<file path="src/rtl/hcc_pkg.sv">
// ----------------------------------------------------------------------------
// hcc_pkg
// Shared types and constants of the hold-to-confirm controller.
// ----------------------------------------------------------------------------
package hcc_pkg;

  // Field widths
  localparam int unsigned OpW      = 3;
  localparam int unsigned PhaseW   = 3;
  localparam int unsigned ScreenW  = 3;
  localparam int unsigned TicksW   = 16;
  localparam int unsigned CfgIdxW  = 2;
  localparam int unsigned CfgDataW = 16;
  localparam int unsigned InDataW  = 8;
  localparam int unsigned OutDataW = 16;

  // Reset value of the hold length register
  localparam logic [TicksW-1:0] HoldTicksRst = 16'd1000;

  // Configuration register indexes
  localparam logic [CfgIdxW-1:0] CfgHoldTicks = 2'd0;
  localparam logic [CfgIdxW-1:0] CfgDebugEn   = 2'd1;

  // Event codes
  typedef enum logic [OpW-1:0] {
    OP_START      = 3'd0,
    OP_TICK       = 3'd1,
    OP_PRESS      = 3'd2,
    OP_RELEASE    = 3'd3,
    OP_HOST_ACK   = 3'd4,
    OP_HOST_CANCEL = 3'd5,
    OP_HOST_INIT  = 3'd6,
    OP_DEBUG      = 3'd7
  } op_e;

  // Session phases
  typedef enum logic [PhaseW-1:0] {
    PH_IDLE      = 3'd0,
    PH_HOME      = 3'd1,
    PH_HOLDING   = 3'd2,
    PH_CONFIRMED = 3'd3,
    PH_FINISHED  = 3'd4
  } phase_e;

  // Screens shown to the user
  typedef enum logic [ScreenW-1:0] {
    SC_REQUEST       = 3'd0,
    SC_REQUEST_STILL = 3'd1,
    SC_ANIMATION     = 3'd2,
    SC_CONFIRMED     = 3'd3,
    SC_FINISHED      = 3'd4
  } screen_e;

  // One input event
  typedef struct packed {
    logic        decision_yes;
    logic        preset_acked;
    logic        immediate_mode;
    op_e         opcode;
  } item_t;

  // One result
  typedef struct packed {
    logic    by_debug;
    logic    host_reset;
    logic    approved;
    logic    session_done;
    screen_e screen;
    phase_e  phase;
  } res_t;

  // Configuration as seen by the session logic
  typedef struct packed {
    logic              debug_en;
    logic [TicksW-1:0] hold_ticks;
  } cfg_t;

endpackage

</file>
<file path="src/rtl/hcc_cfg_regs.sv">
// ----------------------------------------------------------------------------
// hcc_cfg_regs
// Configuration registers: hold length and debug decision enable.
// ----------------------------------------------------------------------------
module hcc_cfg_regs (
  input  logic                         clk_i,
  input  logic                         rst_ni,
  input  logic                         cfg_valid_i,
  output logic                         cfg_ready_o,
  input  logic [hcc_pkg::CfgIdxW-1:0]  cfg_index_i,
  input  logic [hcc_pkg::CfgDataW-1:0] cfg_data_i,
  output hcc_pkg::cfg_t                cfg_o
);
  import hcc_pkg::*;

  logic [TicksW-1:0] hold_ticks_q;
  logic              debug_en_q;

  // Writes are always taken
  assign cfg_ready_o = 1'b1;

  // Register file; indexes beyond the list are dropped
  always_ff @(posedge clk_i or negedge rst_ni) begin
    if (!rst_ni) begin
      hold_ticks_q <= HoldTicksRst;
      debug_en_q   <= 1'b0;
    end else if (cfg_valid_i) begin
      unique case (cfg_index_i)
        CfgHoldTicks: hold_ticks_q <= cfg_data_i[TicksW-1:0];
        CfgDebugEn:   debug_en_q   <= cfg_data_i[0];
        default: ;
      endcase
    end
  end

  assign cfg_o.hold_ticks = hold_ticks_q;
  assign cfg_o.debug_en   = debug_en_q;

endmodule

</file>
<file path="src/rtl/hcc_in_reg.sv">
// ----------------------------------------------------------------------------
// hcc_in_reg
// Input register stage of the event stream.
// ----------------------------------------------------------------------------
module hcc_in_reg (
  input  logic                        clk_i,
  input  logic                        rst_ni,
  input  logic                        s_axis_tvalid,
  output logic                        s_axis_tready,
  input  logic [hcc_pkg::InDataW-1:0] s_axis_tdata,
  input  logic                        advance_i,
  output logic                        valid_o,
  output hcc_pkg::item_t              item_o
);
  import hcc_pkg::*;

  logic  valid_q, valid_d;
  item_t item_q;

  // The stage can load whenever it is empty or draining this cycle
  assign s_axis_tready = !valid_q || advance_i;

  always_comb begin
    valid_d = valid_q;
    if (s_axis_tready) begin
      valid_d = s_axis_tvalid;
    end
  end

  always_ff @(posedge clk_i or negedge rst_ni) begin
    if (!rst_ni) begin
      valid_q <= 1'b0;
    end else begin
      valid_q <= valid_d;
    end
  end

  // Payload capture on each accepted transaction
  always_ff @(posedge clk_i) begin
    if (s_axis_tvalid && s_axis_tready) begin
      item_q <= item_t'(s_axis_tdata[$bits(item_t)-1:0]);
    end
  end

  assign valid_o = valid_q;
  assign item_o  = item_q;

endmodule

</file>
<file path="src/rtl/hcc_session.sv">
// ----------------------------------------------------------------------------
// hcc_session
// Session state machine, hold countdown and per-event result logic.
// ----------------------------------------------------------------------------
module hcc_session (
  input  logic           clk_i,
  input  logic           rst_ni,
  input  logic           fire_i,
  input  hcc_pkg::item_t item_i,
  input  hcc_pkg::cfg_t  cfg_i,
  output hcc_pkg::res_t  res_o
);
  import hcc_pkg::*;

  phase_e            phase_q, phase_d;
  screen_e           screen_q, screen_d;
  logic [TicksW-1:0] count_q, count_d;
  logic              armed_q, armed_d;
  logic              acked_q, acked_d;
  logic              fast_q, fast_d;
  logic              dbg_pend_q, dbg_pend_d;
  logic              dbg_choice_q, dbg_choice_d;

  logic              active;
  logic [TicksW-1:0] count_dec;
  logic [TicksW-1:0] load_val;
  logic              end_idle;
  logic              done, appr, hreset, dbg;

  assign active    = (phase_q == PH_HOME) || (phase_q == PH_HOLDING) ||
                     (phase_q == PH_CONFIRMED);
  assign count_dec = count_q - TicksW'(1);
  assign load_val  = (fast_q || (cfg_i.hold_ticks == '0)) ? TicksW'(1) : cfg_i.hold_ticks;

  // Result flags and whether the session falls back to idle
  always_comb begin
    done     = 1'b0;
    appr     = 1'b0;
    hreset   = 1'b0;
    dbg      = 1'b0;
    end_idle = 1'b0;
    if (item_i.opcode != OP_START && active) begin
      unique case (item_i.opcode) inside
        OP_RELEASE: begin
          if (phase_q == PH_CONFIRMED) begin
            done = 1'b1;
            appr = 1'b1;
          end
        end
        OP_HOST_ACK: begin
          if (dbg_pend_q) begin
            done     = 1'b1;
            appr     = dbg_choice_q;
            dbg      = 1'b1;
            end_idle = 1'b1;
          end
        end
        OP_HOST_CANCEL, OP_HOST_INIT: begin
          done     = 1'b1;
          hreset   = (item_i.opcode == OP_HOST_INIT);
          end_idle = 1'b1;
        end
        OP_DEBUG: begin
          if (cfg_i.debug_en && acked_q) begin
            done     = 1'b1;
            appr     = item_i.decision_yes;
            dbg      = 1'b1;
            end_idle = 1'b1;
          end
        end
        default: ;
      endcase
    end
  end

  // Next state
  always_comb begin
    phase_d      = phase_q;
    screen_d     = screen_q;
    count_d      = count_q;
    armed_d      = armed_q;
    acked_d      = acked_q;
    fast_d       = fast_q;
    dbg_pend_d   = dbg_pend_q;
    dbg_choice_d = dbg_choice_q;
    if (item_i.opcode == OP_START) begin
      phase_d      = PH_HOME;
      screen_d     = SC_REQUEST;
      count_d      = '0;
      armed_d      = 1'b0;
      dbg_pend_d   = 1'b0;
      dbg_choice_d = 1'b0;
      acked_d      = item_i.preset_acked;
      fast_d       = item_i.immediate_mode;
    end else if (active) begin
      unique case (item_i.opcode)
        OP_TICK: begin
          if (armed_q) begin
            count_d = count_dec;
            if (count_dec == '0) begin
              armed_d  = 1'b0;
              phase_d  = PH_CONFIRMED;
              screen_d = SC_CONFIRMED;
            end
          end
        end
        OP_PRESS: begin
          if (acked_q && phase_q == PH_HOME) begin
            phase_d  = PH_HOLDING;
            screen_d = SC_ANIMATION;
            armed_d  = 1'b1;
            count_d  = load_val;
          end
        end
        OP_RELEASE: begin
          if (phase_q == PH_HOLDING) begin
            phase_d  = PH_HOME;
            screen_d = SC_REQUEST_STILL;
            armed_d  = 1'b0;
            count_d  = '0;
          end else if (phase_q == PH_CONFIRMED) begin
            phase_d    = PH_FINISHED;
            screen_d   = SC_FINISHED;
            armed_d    = 1'b0;
            count_d    = '0;
            dbg_pend_d = 1'b0;
          end
        end
        OP_HOST_ACK: begin
          acked_d = 1'b1;
        end
        OP_DEBUG: begin
          if (cfg_i.debug_en) begin
            dbg_pend_d   = 1'b1;
            dbg_choice_d = item_i.decision_yes;
          end
        end
        default: ;
      endcase
      // Cancel, initialise and debug endings drop the session
      if (end_idle) begin
        phase_d      = PH_IDLE;
        screen_d     = SC_REQUEST;
        count_d      = '0;
        armed_d      = 1'b0;
        dbg_pend_d   = 1'b0;
        dbg_choice_d = 1'b0;
      end
    end
  end

  // Result as seen after the event
  always_comb begin
    res_o.phase        = phase_d;
    res_o.screen       = screen_d;
    res_o.session_done = done;
    res_o.approved     = appr;
    res_o.host_reset   = hreset;
    res_o.by_debug     = dbg;
  end

  always_ff @(posedge clk_i or negedge rst_ni) begin
    if (!rst_ni) begin
      phase_q      <= PH_IDLE;
      screen_q     <= SC_REQUEST;
      count_q      <= '0;
      armed_q      <= 1'b0;
      acked_q      <= 1'b0;
      fast_q       <= 1'b0;
      dbg_pend_q   <= 1'b0;
      dbg_choice_q <= 1'b0;
    end else if (fire_i) begin
      phase_q      <= phase_d;
      screen_q     <= screen_d;
      count_q      <= count_d;
      armed_q      <= armed_d;
      acked_q      <= acked_d;
      fast_q       <= fast_d;
      dbg_pend_q   <= dbg_pend_d;
      dbg_choice_q <= dbg_choice_d;
    end
  end

`ifndef SYNTH
  // An armed countdown only exists while holding, and never sits at zero
  a_armed_holding: assert property (@(posedge clk_i) disable iff (!rst_ni)
    armed_q |-> (phase_q == PH_HOLDING && count_q != '0))
    else $error("hold countdown armed outside holding phase or at zero");

  // A debug decision is only parked while the host has not acknowledged
  a_pend_unacked: assert property (@(posedge clk_i) disable iff (!rst_ni)
    dbg_pend_q |-> !acked_q)
    else $error("debug decision pending after host acknowledge");

  // Session endings by initialise or debug leave the block idle
  a_end_idle: assert property (@(posedge clk_i) disable iff (!rst_ni)
    (fire_i && (hreset || dbg)) |=> (phase_q == PH_IDLE && !armed_q))
    else $error("session ending did not return to idle");

  // Flags only come with a finished session
  a_flags_done: assert property (@(posedge clk_i) disable iff (!rst_ni)
    (appr || hreset || dbg) |-> done)
    else $error("result flag without session end");
`endif

endmodule

</file>
<file path="src/rtl/hold_to_confirm_controller_core.sv">
// ----------------------------------------------------------------------------
// hold_to_confirm_controller_core
// Hold-to-confirm session controller with stream input and output.
// ----------------------------------------------------------------------------
// Usage:
//   Events (start, tick, press, release, host ack, cancel, initialise, debug
//   decision) arrive on the s_axis channel; each accepted transaction gives
//   exactly one result transaction on m_axis with the phase and screen after
//   the event and the session-end flags.
//   Configuration (hold length, debug enable) is written on the cfg channel,
//   which is always ready; the user must make writes only while no event is
//   in flight, which the block itself does not enforce.
//   An accepted event is held in the input register, processed by the
//   session logic and offered on m_axis from the result register.
//   Throughput: one event per cycle while m_axis_tready is high; the
//   single-pass state update between the two registers sets this figure.
//   Reset puts the session in idle with the request screen, hold length 1000
//   and debug decisions disabled; both channels come up empty.
//   When the receiver stalls, the result register holds its transaction and
//   the input register fills; s_axis_tready drops once both are full.
// ----------------------------------------------------------------------------
module hold_to_confirm_controller_core (
  input  logic                          clk_i,
  input  logic                          rst_ni,
  // Event stream
  input  logic                          s_axis_tvalid,
  output logic                          s_axis_tready,
  // [2:0] opcode, [3] immediate_mode, [4] preset_acked, [5] decision_yes
  input  logic [hcc_pkg::InDataW-1:0]   s_axis_tdata,
  // Result stream
  output logic                          m_axis_tvalid,
  input  logic                          m_axis_tready,
  // [2:0] phase, [5:3] screen, [6] session_done, [7] approved,
  // [8] host_reset, [9] by_debug
  output logic [hcc_pkg::OutDataW-1:0]  m_axis_tdata,
  // Configuration writes
  input  logic                          cfg_valid_i,
  output logic                          cfg_ready_o,
  input  logic [hcc_pkg::CfgIdxW-1:0]   cfg_index_i,
  input  logic [hcc_pkg::CfgDataW-1:0]  cfg_data_i
);
  import hcc_pkg::*;

  cfg_t  cfg;
  item_t item;
  res_t  res;
  res_t  res_q;
  logic  in_valid;
  logic  advance;
  logic  fire;
  logic  out_valid_q, out_valid_d;

  hcc_cfg_regs u_cfg (
    .clk_i       (clk_i),
    .rst_ni      (rst_ni),
    .cfg_valid_i (cfg_valid_i),
    .cfg_ready_o (cfg_ready_o),
    .cfg_index_i (cfg_index_i),
    .cfg_data_i  (cfg_data_i),
    .cfg_o       (cfg)
  );

  hcc_in_reg u_in (
    .clk_i         (clk_i),
    .rst_ni        (rst_ni),
    .s_axis_tvalid (s_axis_tvalid),
    .s_axis_tready (s_axis_tready),
    .s_axis_tdata  (s_axis_tdata),
    .advance_i     (advance),
    .valid_o       (in_valid),
    .item_o        (item)
  );

  hcc_session u_session (
    .clk_i  (clk_i),
    .rst_ni (rst_ni),
    .fire_i (fire),
    .item_i (item),
    .cfg_i  (cfg),
    .res_o  (res)
  );

  // The result register can take a new transaction when empty or being read
  assign advance = !out_valid_q || m_axis_tready;
  assign fire    = in_valid && advance;

  always_comb begin
    out_valid_d = out_valid_q;
    if (advance) begin
      out_valid_d = in_valid;
    end
  end

  always_ff @(posedge clk_i or negedge rst_ni) begin
    if (!rst_ni) begin
      out_valid_q <= 1'b0;
    end else begin
      out_valid_q <= out_valid_d;
    end
  end

  // Result payload
  always_ff @(posedge clk_i) begin
    if (fire) begin
      res_q <= res;
    end
  end

  assign m_axis_tvalid = out_valid_q;
  assign m_axis_tdata  = OutDataW'(res_q);

endmodule

</file>
<file path="config.mk">
export PLATFORM = sky130hd
export DESIGN_NAME = hold_to_confirm_controller_core
export DESIGN_NICKNAME = d
export VERILOG_FILES = /design/src/rtl/hcc_pkg.sv /design/src/rtl/hcc_cfg_regs.sv /design/src/rtl/hcc_in_reg.sv /design/src/rtl/hcc_session.sv /design/src/rtl/hold_to_confirm_controller_core.sv
export SDC_FILE = /design/constraint.sdc
export NUM_CORES = 1
export LEC_CHECK = 0
export BUFFER_PORTS_ARGS = -buffer_cell sky130_fd_sc_hd__buf_2
export CAP_MARGIN = 30
export CORE_MARGIN = 3
export CORE_UTILIZATION = 45
export DETAILED_ROUTE_END_ITERATION = 7
export GPL_TIMING_DRIVEN = 0
export PLACE_DENSITY = 0.77
export SYNTH_ARGS = -nofsm -noshare
export SYNTH_HDL_FRONTEND = slang
export SYNTH_SLANG_ARGS = --single-unit
</file>
<file path="constraint.sdc">
create_clock -name clk_i -period 2.1 [get_ports clk_i]
set_input_delay 0.42 -clock clk_i [delete_from_list [all_inputs] [get_ports clk_i]]
set_output_delay 0.42 -clock clk_i [all_outputs]
set_load 0.03 [all_outputs]
</file>
* Word-level counts from Yosys, hierarchy flattened *
Index checks and enable logic that the tools add are counted.

cells by class
  muxes and demuxes = 60
  add/sub/neg operators = 1
  equality and inequality tests = 17
  reductions and logical operators = 33

operator list
  kind                                                                     count
  16-bit 2-to-1 mux                                                        8
  3-bit 2-to-1 mux                                                         16
  16-bit one-hot mux with 3 select lines                                   1
  16-bit logical NOT                                                       2
  1-bit 2-to-1 mux                                                         27
  3-bit one-hot mux with 3 select lines                                    2
  16-bit by 1-bit subtractor with 16-bit output, second input constant     1
  3-bit by 2-bit == test with 1-bit output, second input constant          4
  3-bit == test, second input constant                                     4
  4-bit by 3-bit inequality test with 1-bit output, second input constant  3
  6-bit AND reduction                                                      2
  1-bit one-hot mux with 3 select lines                                    3
  3-bit nonzero test                                                       3
  4-bit by 1-bit inequality test with 1-bit output, second input constant  2
  2-bit AND reduction                                                      4
  3-bit by 1-bit == test with 1-bit output, second input constant          2
  1-bit logical AND                                                        5
  1-bit logical OR                                                         5
  5-bit by 3-bit inequality test with 1-bit output, second input constant  1
  5-bit AND reduction                                                      1
  5-bit nonzero test                                                       1
  1-bit one-hot mux with 2 select lines                                    2
  1-bit one-hot mux with 4 select lines                                    1
  4-bit AND reduction                                                      1
  8 further kinds                                                          10

storage, ports and cells
  input port bits = 31
  register bits after elaboration = 62

* Depth between registers and ports, before layout *
Gate-level depths: netlist of run 1.

  depth in word-level cells = 8
  gate-level depth with buffers = 8

* Modules after synthesis *
Synthesis of run 1 repeated with hierarchy kept, for this count alone.

second synthesis, totals
  cells, all modules = 393
  area, all modules = 3794.9 µm²

by module, submodules not included
  module                           cells an instance  seq. area each (µm²)  area an instance (µm²)  times used
  hcc_session                      322                675.6                 2473.6                  1
  hcc_cfg_regs                     40                 432.9                 684.4                   1
  hold_to_confirm_controller_core  21                 325.3                 402.9                   1
  hcc_in_reg                       10                 205.2                 234.0                   1

* Worst setup path before layout of run 1 *
No wires, ideal clock.

  kind = register -> register
  start point = register u_session.count_q[0]
  end point = register res_q, in the netlist m_axis_tdata[5], data pin
  slack = -0.082 ns
  arrival = 1.917 ns
  data required time = 1.835 ns
  stages on the path, launching flop included = 8
  cell sequence = dfrtp_1 inv_1 ha_1 nor3b_2 nand4_2 a2111oi_4 nand4b_1 o211ai_1

RTL lines
  element                   line                                    source
  start: declaration        hcc_session.sv:17                       logic [TicksW-1:0] count_q, count_d;
  start signal: assignment  hcc_session.sv:175                      count_q <= count_d;
  end signal: assignment    hold_to_confirm_controller_core.sv:105  res_q <= res;
  end: declaration          hold_to_confirm_controller_core.sv:47   res_t res_q;

==> impl_metrics.env, run 1 <==
export IMPL_drc=0
export IMPL_grt_pass1_vias=3261
export IMPL_cp_slowest_stage_delay_ps=430
export IMPL_synth_distinct_cells=78
export IMPL_layout_common_cells="buf_2, dfrtp_1, buf_4"
export IMPL_p_per_area_nw_per_um2=1030
export IMPL_diodes=0
export IMPL_netlist_instances=360
export IMPL_root_buffer="clkbuf_8"
export IMPL_regArea_um2=1640
export IMPL_synth_edf_count=16
export IMPL_clk_pin_slew_ps=70
export IMPL_power_total_mw=4.86
export IMPL_vias_per_cell=6.28
export IMPL_p_leak_nw=1.86
export IMPL_yosysWarningCount=0
export IMPL_synthFlopType="dfrtp_1"
export IMPL_drt_iter0_markers=449
export IMPL_final_common_cell="buf_2"
export IMPL_critPathSlowestCell="dfrtp_2"
export IMPL_io_buffers=40
export IMPL_start_kind="register"
export IMPL_wirelength_um=10600
export IMPL_critPathRequiredTime_ps=2190
export IMPL_synth_area_um2=3680
export IMPL_post_route_cell_area_um2=4720
export IMPL_syn_area_per_cell_um2=10.2
export IMPL_yosysSeqAreaShare=0.446
export IMPL_drv_slew=0
export IMPL_final_util=0.601
export IMPL_multi_input_area_um2=2080
export IMPL_maxCapViolations=0
export IMPL_r2r_start="u_session.count_q[0]"
export IMPL_period_share=1.03
export IMPL_ys_ff_latch=62
export IMPL_num_rows=32
export IMPL_area_delta_synth_final_pct=28.3
export IMPL_final_setup_tns_ps=-128
export IMPL_drive_gt1_frac=0.391
export IMPL_initial_core_util=0.469
export IMPL_ios=50
export IMPL_grt_max_degree=25
export IMPL_clk_latency_ps=340
export IMPL_cp_data_arrival_time_ps=2250
export IMPL_clockBufferDepth=2
export IMPL_fmax_mhz=464
export IMPL_placed_area_um2=4060
export IMPL_rsz0062_at_grt="yes"
export IMPL_startpoint="u_session.count_q[0]"
export IMPL_fin_crit_ps=2160
export IMPL_slew_headroom=0.601
export IMPL_nNetsFinal=470
export IMPL_crit_path_max_fanout=4
export IMPL_peakVddDrop_uv=654
export IMPL_n_fill_cell=640
export IMPL_clock_sinks=62
export IMPL_cp_top_family="compound AO/OA/AOI/OAI gates"
export IMPL_via_count=3418
export IMPL_hold_class="input pin to asynchronous set/reset pin"
export IMPL_cts_tree="yes"
export IMPL_tightest_slew_ps=599
export IMPL_overflow=0
export IMPL_die_area_um2=9290
export IMPL_chipHeight_um=96.4
export IMPL_critPathBufInv=2
export IMPL_drt_pass1_iter_count=8
export IMPL_end_kind="register"
export IMPL_hold_viol=0
export IMPL_layout_setup_ws_ps=-55.2
export IMPL_antenna_found_initial=0
export IMPL_die_x_um=96.4
export IMPL_outcome="finished with violations"
export IMPL_htree_levels=3
export IMPL_wire_per_inst_um=19.4
export IMPL_pre_cts_ws_ps=-304
export IMPL_core_area_um2=7850
export IMPL_async_flop_share=0.742
export IMPL_routabilityCongestion=0.948
export IMPL_violations="setup timing"
export IMPL_fin_skew_ps=8.03
export IMPL_grt_pass1_wl_um=16300
export IMPL_path_common_cell="buf_6"
export IMPL_dp_final_hpwl_um=6930
export IMPL_final_setup_viol_count=4
export IMPL_cts_buffers=9
export IMPL_grt_use_total=0.229
export IMPL_worstPathCellList="buf_6, o31a_1, or3_4, a2111oi_4, buf_6, nand4b_1, o211ai_1"
export IMPL_worstSetupPathType="register to register"
export IMPL_postRouteAntennaNets=0
## where the power goes
part / internal (mW) / switching, mW / total (mW)
Combinational: 0.869 / 0.927 / 1.80
Clock: 0.723 / 0.493 / 1.22
Sequential: 1.51 / 0.333 / 1.85
Total: 3.11 / 1.75 / 4.86
## final timing paths
path                                          to  slack [ps]  cells after the start
min                        u_session.screen_q[0]          70                      1
min in group clk_i                u_in.item_o[5]         250                      1
max in group asynchronous  u_cfg.hold_ticks_q[5]        1420                      2
min reg2reg                     u_session.fast_q         480                      1
max reg2reg                      m_axis_tdata[5]         -60                      7
max                              m_axis_tdata[5]         -60                      7
## area by class of cell
type,count,area share
tap,102,0.0271
sequential,62,0.348
timing repair buffer,63,0.0883
inverter,17,0.0141
clock inverter,4,0.0103
multi-input combinational,261,0.442
buffer,23,0.0305
clock buffer,12,0.0398
## kinds of logic after synthesis
family                   synth area share
other                             0.00204
multiplexers                       0.0609
adder cells (fa/ha/maj)           0.00680
flip-flops                          0.446
AND/OR/NAND/NOR                     0.195
XOR/XNOR                           0.0167
buffers and inverters              0.0544
AO/OA/AOI/OAI                       0.218
## sequential cells by signal, summed over array words and instances (netlist names), 3 cells and up
name,flops
u_session.count_q,16
u_session.phase_q,3
m_axis_tdata,10
u_in.item_o,6
u_cfg.hold_ticks_q,16
u_session.screen_q,3
## what timing repair did
item | CTS | global route
setup buffers | 14 | 8
pin swaps | 13 | 8
gates resized for setup | 23 | 37
hold buffers | 0 | 0
hold endpoints to repair | 0 | 0
endpoints found under the setup margin | 26 | 32
## per-layer routing
layer,track usage,wire length (um),vias up
met5,0.0179,0,-
met4,0.0841,171,0
li1,-,-,1520
met3,0.0496,958,24
met1,0.319,4380,1643
met2,0.348,5060,231
## through the flow
stage,hold slack [ps],cells
floorplan,124,365
global placement,465,507
detailed placement,459,508
CTS,95.6,537
global route,117,544
finish,70.5,544
## Yosys cell counts, types with 3 or more instances
master / n / area share
o22ai_1: 9 / 0.015
nand3_1: 10 / 0.014
a22o_1: 3 / 0.0071
xor2_1: 4 / 0.0095
dfrtp_1: 40 / 0.27
a211oi_1: 7 / 0.014
and3_1: 3 / 0.0051
nand2_1: 23 / 0.023
nand2b_1: 4 / 0.0068
inv_1: 17 / 0.017
a32oi_1: 5 / 0.012
mux2_2: 18 / 0.055
nor2_1: 17 / 0.017
nor3_1: 10 / 0.014
xnor2_1: 3 / 0.0071
nor4_1: 8 / 0.014
nor3b_1: 4 / 0.0082
o2bb2ai_1: 7 / 0.017
or3_1: 4 / 0.0068
nand3b_1: 3 / 0.0061
dfstp_2: 6 / 0.043
a21boi_0: 4 / 0.0082
a21oi_1: 15 / 0.020
nand4_1: 5 / 0.0085
o211ai_1: 5 / 0.010
and2_1: 3 / 0.0051
a22oi_1: 7 / 0.014
edfxtp_1: 16 / 0.13
a31oi_1: 5 / 0.0085
buf_4: 7 / 0.014
buf_2: 7 / 0.0095
o21ai_0: 10 / 0.014
o31ai_1: 4 / 0.0082
o21ai_1: 4 / 0.0054
clkbuf_1: 9 / 0.0092
nor2b_1: 4 / 0.0068
Power figures use the tool's default switching activity.
==> inputs of run 2 (changes only) <==
--- a/config.mk
+++ b/config.mk
@@ -5,7 +5,7 @@
 export SDC_FILE = /design/constraint.sdc
 export NUM_CORES = 1
 export LEC_CHECK = 0
-export BUFFER_PORTS_ARGS = -buffer_cell sky130_fd_sc_hd__buf_2
+export BUFFER_PORTS_ARGS = -buffer_cell sky130_fd_sc_hd__buf_4
 export CAP_MARGIN = 30
 export CORE_MARGIN = 3
 export CORE_UTILIZATION = 45
==> impl_metrics.env, run 2 (synthesized netlist as in run 1, its figures left out) <==
export IMPL_outcome="finished with violations"
export IMPL_violations="setup timing"
export IMPL_num_rows=32
export IMPL_cp_slowest_stage_delay_ps=430
export IMPL_fin_crit_ps=2150
export IMPL_peakVddDrop_uv=639
export IMPL_drt_pass1_iter_count=5
export IMPL_diodes=0
export IMPL_worstSetupPathType="register to register"
export IMPL_clockBufferDepth=2
export IMPL_clock_sinks=62
export IMPL_clk_latency_ps=350
export IMPL_grt_max_degree=47
export IMPL_cts_buffers=9
export IMPL_die_area_um2=9290
export IMPL_final_common_cell="buf_4"
export IMPL_start_kind="register"
export IMPL_critPathSlowestCell="dfrtp_2"
export IMPL_final_setup_tns_ps=-153
export IMPL_area_delta_synth_final_pct=28.0
export IMPL_fmax_mhz=466
export IMPL_instances_no_fill=544
export IMPL_cp_data_arrival_time_ps=2240
export IMPL_p_per_area_nw_per_um2=1010
export IMPL_cts_tree="yes"
export IMPL_final_setup_viol_count=5
export IMPL_drc=0
export IMPL_root_buffer="clkbuf_8"
export IMPL_core_area_um2=7850
export IMPL_grt_util_met2=0.344
export IMPL_ios=50
export IMPL_hold_viol=0
export IMPL_crit_path_max_fanout=4
export IMPL_final_util=0.600
export IMPL_drive_gt1_frac=0.362
export IMPL_finalHoldWorstSlack_ps=69.6
export IMPL_grt_util_met1=0.320
export IMPL_rsz0062_at_grt="yes"
export IMPL_slew_headroom=0.422
export IMPL_worstPathCellList="buf_6, o31a_1, or3_4, a2111oi_4, buf_4, nand4b_1, o211ai_1"
export IMPL_critPathRequiredTime_ps=2190
export IMPL_end_kind="register"
export IMPL_routabilityCongestion=0.948
export IMPL_layout_common_cells="buf_4, dfrtp_1, nand2_1"
export IMPL_postRouteAntennaNets=0
export IMPL_multi_input_area_um2=2010
export IMPL_drt_iter0_markers=398
export IMPL_drv_slew=0
export IMPL_htree_levels=3
export IMPL_wire_per_inst_um=18.8
export IMPL_initial_core_util=0.469
export IMPL_vias_per_cell=6.24
export IMPL_post_route_cell_area_um2=4710
export IMPL_period_share=1.02
export IMPL_top_usage_layer="met2"
export IMPL_hold_class="input pin to asynchronous set/reset pin"
export IMPL_overflow=0
export IMPL_wirelength_um=10200
export IMPL_antenna_found_initial=0
export IMPL_ctsHoldBuffers=0
export IMPL_layout_setup_ws_ps=-45.4
export IMPL_p_leak_nw=1.86
export IMPL_dp_final_hpwl_um=6880
export IMPL_grt_pass1_vias=3224
export IMPL_nNetsFinal=470
export IMPL_grt_pass1_wl_um=16300
export IMPL_regArea_um2=1640
export IMPL_chipHeight_um=96.4
export IMPL_tightest_slew_ps=865
export IMPL_n_fill_cell=660
export IMPL_fin_skew_ps=10.3
export IMPL_grt_use_total=0.231
export IMPL_via_count=3395
export IMPL_grt_use_met3=0.0627
export IMPL_clk_pin_slew_ps=80
export IMPL_maxCapViolations=0
export IMPL_dp_cells=507
export IMPL_placed_area_um2=4130
export IMPL_io_buffers=40
export IMPL_die_x_um=96.4
-- run 2: power by group --
part | leakage, nW | switching (mW) | internal [mW]
Sequential | 0.715 | 0.308 | 1.51
Combinational | 1.02 | 0.865 | 0.815
Clock | 0.122 | 0.521 | 0.746
-- run 2: layout make-up --
cell class | count | area share
multi-input cells | 261 | 0.428
flip-flops and latches | 62 | 0.349
repair buffers | 63 | 0.102
clock buffers | 10 | 0.0316
plain buffers | 23 | 0.0292
well taps | 102 | 0.0271
clock inverters | 6 | 0.0194
inverters | 17 | 0.0136
-- run 2: routing by layer --
metal  wire (um)  share of wire
met1        4360           0.43
met2        4790           0.47
met3         870          0.085
met4         182          0.018
met5           0              0
-- run 2: repair_timing --
item                                    CTS  global route
pin swaps                                 9             4
setup buffers                            16             7
endpoints found under the setup margin   27            30
resized for setup                        28             8
-- run 2: path summary, 6_finish.rpt --
path,start,endpoint,slack (ps),depth (start not counted)
max in group asynchronous,rst_ni,u_session.count_q[1],1560,1
max,u_session.count_q[1],m_axis_tdata[5],-50,7
max reg2reg,u_session.count_q[1],m_axis_tdata[5],-50,7
min,rst_ni,u_session.phase_q[1],70,1
min in group clk_i,s_axis_tdata[5],u_in.item_o[5],240,1
min reg2reg,u_in.item_o[3],u_session.fast_q,480,1
-- run 2: worst max-delay path: cells and delay by family (launching register included) --
kind / cells / cell delay, ps
simple gates: 2 / 480
buf+inv: 2 / 320
compound gates: 3 / 650
flops: 1 / 430
-- run 2: per-stage QoR --
step | setup WS (ps) | power, mW
after floorplan | 27.6 | 2.74
final | -45.4 | 4.77
after detailed placement | -335 | 3.12
after global placement | -288 | 3.07
after CTS | -42.9 | 4.67
after global routing | -151 | 5.02
==> inputs of run 3 (changes only) <==
--- a/config.mk
+++ b/config.mk
@@ -7,11 +7,11 @@
 export LEC_CHECK = 0
 export BUFFER_PORTS_ARGS = -buffer_cell sky130_fd_sc_hd__buf_4
 export CAP_MARGIN = 30
-export CORE_MARGIN = 3
 export CORE_UTILIZATION = 45
 export DETAILED_ROUTE_END_ITERATION = 7
 export GPL_TIMING_DRIVEN = 0
 export PLACE_DENSITY = 0.77
+export SKIP_LAST_GASP = 1
 export SYNTH_ARGS = -nofsm -noshare
 export SYNTH_HDL_FRONTEND = slang
 export SYNTH_SLANG_ARGS = --single-unit
==> impl_metrics.env, run 3 (synthesized netlist as in run 1, its figures left out) <==
export IMPL_peakVddDrop_uv=545
export IMPL_chipHeight_um=92.4
export IMPL_cts_tree="yes"
export IMPL_drt_iter0_markers=378
export IMPL_grt_max_degree=47
export IMPL_clk_pin_slew_ps=70
export IMPL_start_kind="register"
export IMPL_cp_slowest_stage_delay_ps=430
export IMPL_wire_per_inst_um=18.2
export IMPL_n_fill_cell=649
export IMPL_cts_buffers=9
export IMPL_period_share=1.03
export IMPL_ios=50
export IMPL_cp_top_family="compound AO/OA/AOI/OAI gates"
export IMPL_num_rows=32
export IMPL_hold_class="input pin to asynchronous set/reset pin"
export IMPL_final_common_cell="buf_4"
export IMPL_clkPwrFrac=0.246
export IMPL_clock_sinks=62
export IMPL_grt_pass1_wl_um=16200
export IMPL_power_share_sequential=0.398
export IMPL_maxCapViolations=0
export IMPL_routabilityCongestion=0.942
export IMPL_hold_viol=0
export IMPL_internal_power_mw=2.91
export IMPL_layout_setup_ws_ps=-59.3
export IMPL_instances_no_fill=539
export IMPL_vias_per_cell=6.24
export IMPL_layout_common_cells="buf_4, dfrtp_1, nand2_1"
export IMPL_drive_gt1_frac=0.364
export IMPL_die_area_um2=8540
export IMPL_violations="setup timing"
export IMPL_worstPathCellList="buf_6, o31a_1, or3_4, a2111oi_4, buf_4, nor3_4, o311ai_2"
export IMPL_cp_data_arrival_time_ps=2330
export IMPL_root_buffer="clkbuf_8"
export IMPL_slew_headroom=0.403
export IMPL_power_switching_mw=1.67
export IMPL_drv_slew=0
export IMPL_critPathBufInv=2
export IMPL_area_delta_synth_final_pct=26.5
export IMPL_grt_pass1_vias=3260
export IMPL_fin_skew_ps=5.86
export IMPL_clockBufferDepth=2
export IMPL_drc=0
export IMPL_core_area_um2=7810
export IMPL_diodes=0
export IMPL_p_per_area_nw_per_um2=986
export IMPL_power_total_mw=4.59
export IMPL_dp_cells=507
export IMPL_tightest_slew_ps=894
export IMPL_rsz0062_at_grt="yes"
export IMPL_p_leak_nw=1.82
export IMPL_io_buffers=40
export IMPL_htree_levels=3
export IMPL_fin_crit_ps=2160
export IMPL_outcome="finished with violations"
export IMPL_r2r_slack_ps=-60
export IMPL_via_count=3361
export IMPL_grt_use_total=0.245
export IMPL_ctsHoldBuffers=0
export IMPL_initial_core_util=0.471
export IMPL_crit_path_max_fanout=4
export IMPL_die_x_um=92.4
export IMPL_clk_latency_ps=360
export IMPL_switching_share=0.365
export IMPL_final_setup_viol_count=7
export IMPL_overflow=0
export IMPL_postRouteAntennaNets=0
export IMPL_end_kind="register"
export IMPL_wirelength_um=9830
export IMPL_antenna_found_initial=0
export IMPL_worstSetupPathType="register to register"
export IMPL_drt_pass1_iter_count=5
export IMPL_p_comb_frac=0.356
export IMPL_nNetsFinal=465
export IMPL_critPathSlowestCell="dfrtp_2"
export IMPL_critPathRequiredTime_ps=2280
export IMPL_dp_final_hpwl_um=6720
export IMPL_fmax_mhz=463
run 3: cell count changes in the layout (fill, tap and decap cells not counted), sizes merged:
cell / previous run / this run
clkinvlp: 0 / 1
inv: 18 / 17
buf: 75 / 70
bufinv: 2 / 1
clkinv: 3 / 4
run 3: worst paths after layout:
path                                          end                 start  depth (start not counted)
min reg2reg                      u_session.fast_q        u_in.item_o[3]                          1
max reg2reg                       m_axis_tdata[3]  u_session.count_q[1]                          7
min                        u_cfg.hold_ticks_q[15]                rst_ni                          1
max in group asynchronous    u_session.count_q[0]                rst_ni                          1
max                               m_axis_tdata[3]  u_session.count_q[1]                          7
min in group clk_i                 u_in.item_o[5]       s_axis_tdata[5]                          1
run 3: worst register-to-register path: cells and delay by family, from the launching register on:
kind / cells / cell delay, ps
flops: 1 / 430
simple gates: 2 / 410
compound gates: 3 / 810
buf+inv: 2 / 330
run 3: power groups by stage:
stage	Sequential, mW	Combinational (mW)	Clock (mW)
2_1_floorplan	1.78	0.959	0
3_3_place_gp	1.82	1.26	0
3_5_place_dp	1.83	1.29	0
4_1_cts	1.81	1.54	1.15
5_1_grt	1.85	1.74	1.21
6_report	1.83	1.63	1.13
run 3: final cells by class:
cell class                 count  area [um^2]  share of cell area
buffer                        23          140              0.0301
inverter                      17         63.8              0.0137
clock buffer                  10          149              0.0320
clock inverter                 6         68.8              0.0148
multi-input combinational    261         2010               0.431
sequential                    62         1640               0.353
tap                          102          128              0.0274
timing repair buffer          58          452              0.0971
run 3: per-layer routing:
| layer | global-route usage | up-vias | wire length [um] |
|---|---|---|---|
| met5 | 0 | - | 0 |
| met1 | 0.342 | 1629 | 4330 |
| met3 | 0.0460 | 24 | 739 |
| met4 | 0.115 | 0 | 213 |
| met2 | 0.366 | 190 | 4540 |
| li1 | - | 1518 | - |
run 3: per-stage QoR:
step                      setup slack, ps  setup TNS [ps]  area [um^2]  hold slack, ps  utilization
after floorplan                      27.6               0         3710             124            -
after global placement               -317           -6690         4130             461        0.529
after detailed placement             -370           -7750         4130             465        0.529
after CTS                           0.202               0         4570            86.2        0.585
after global routing                 -127            -999         4650             109        0.596
final                               -59.3            -207         4650            65.3        0.596
run 3: repair_timing:
action,4_1_cts,5_1_grt
pin swaps,10,5
resized for setup,24,14
buffers inserted,13,5
endpoints found under the setup margin,28,27
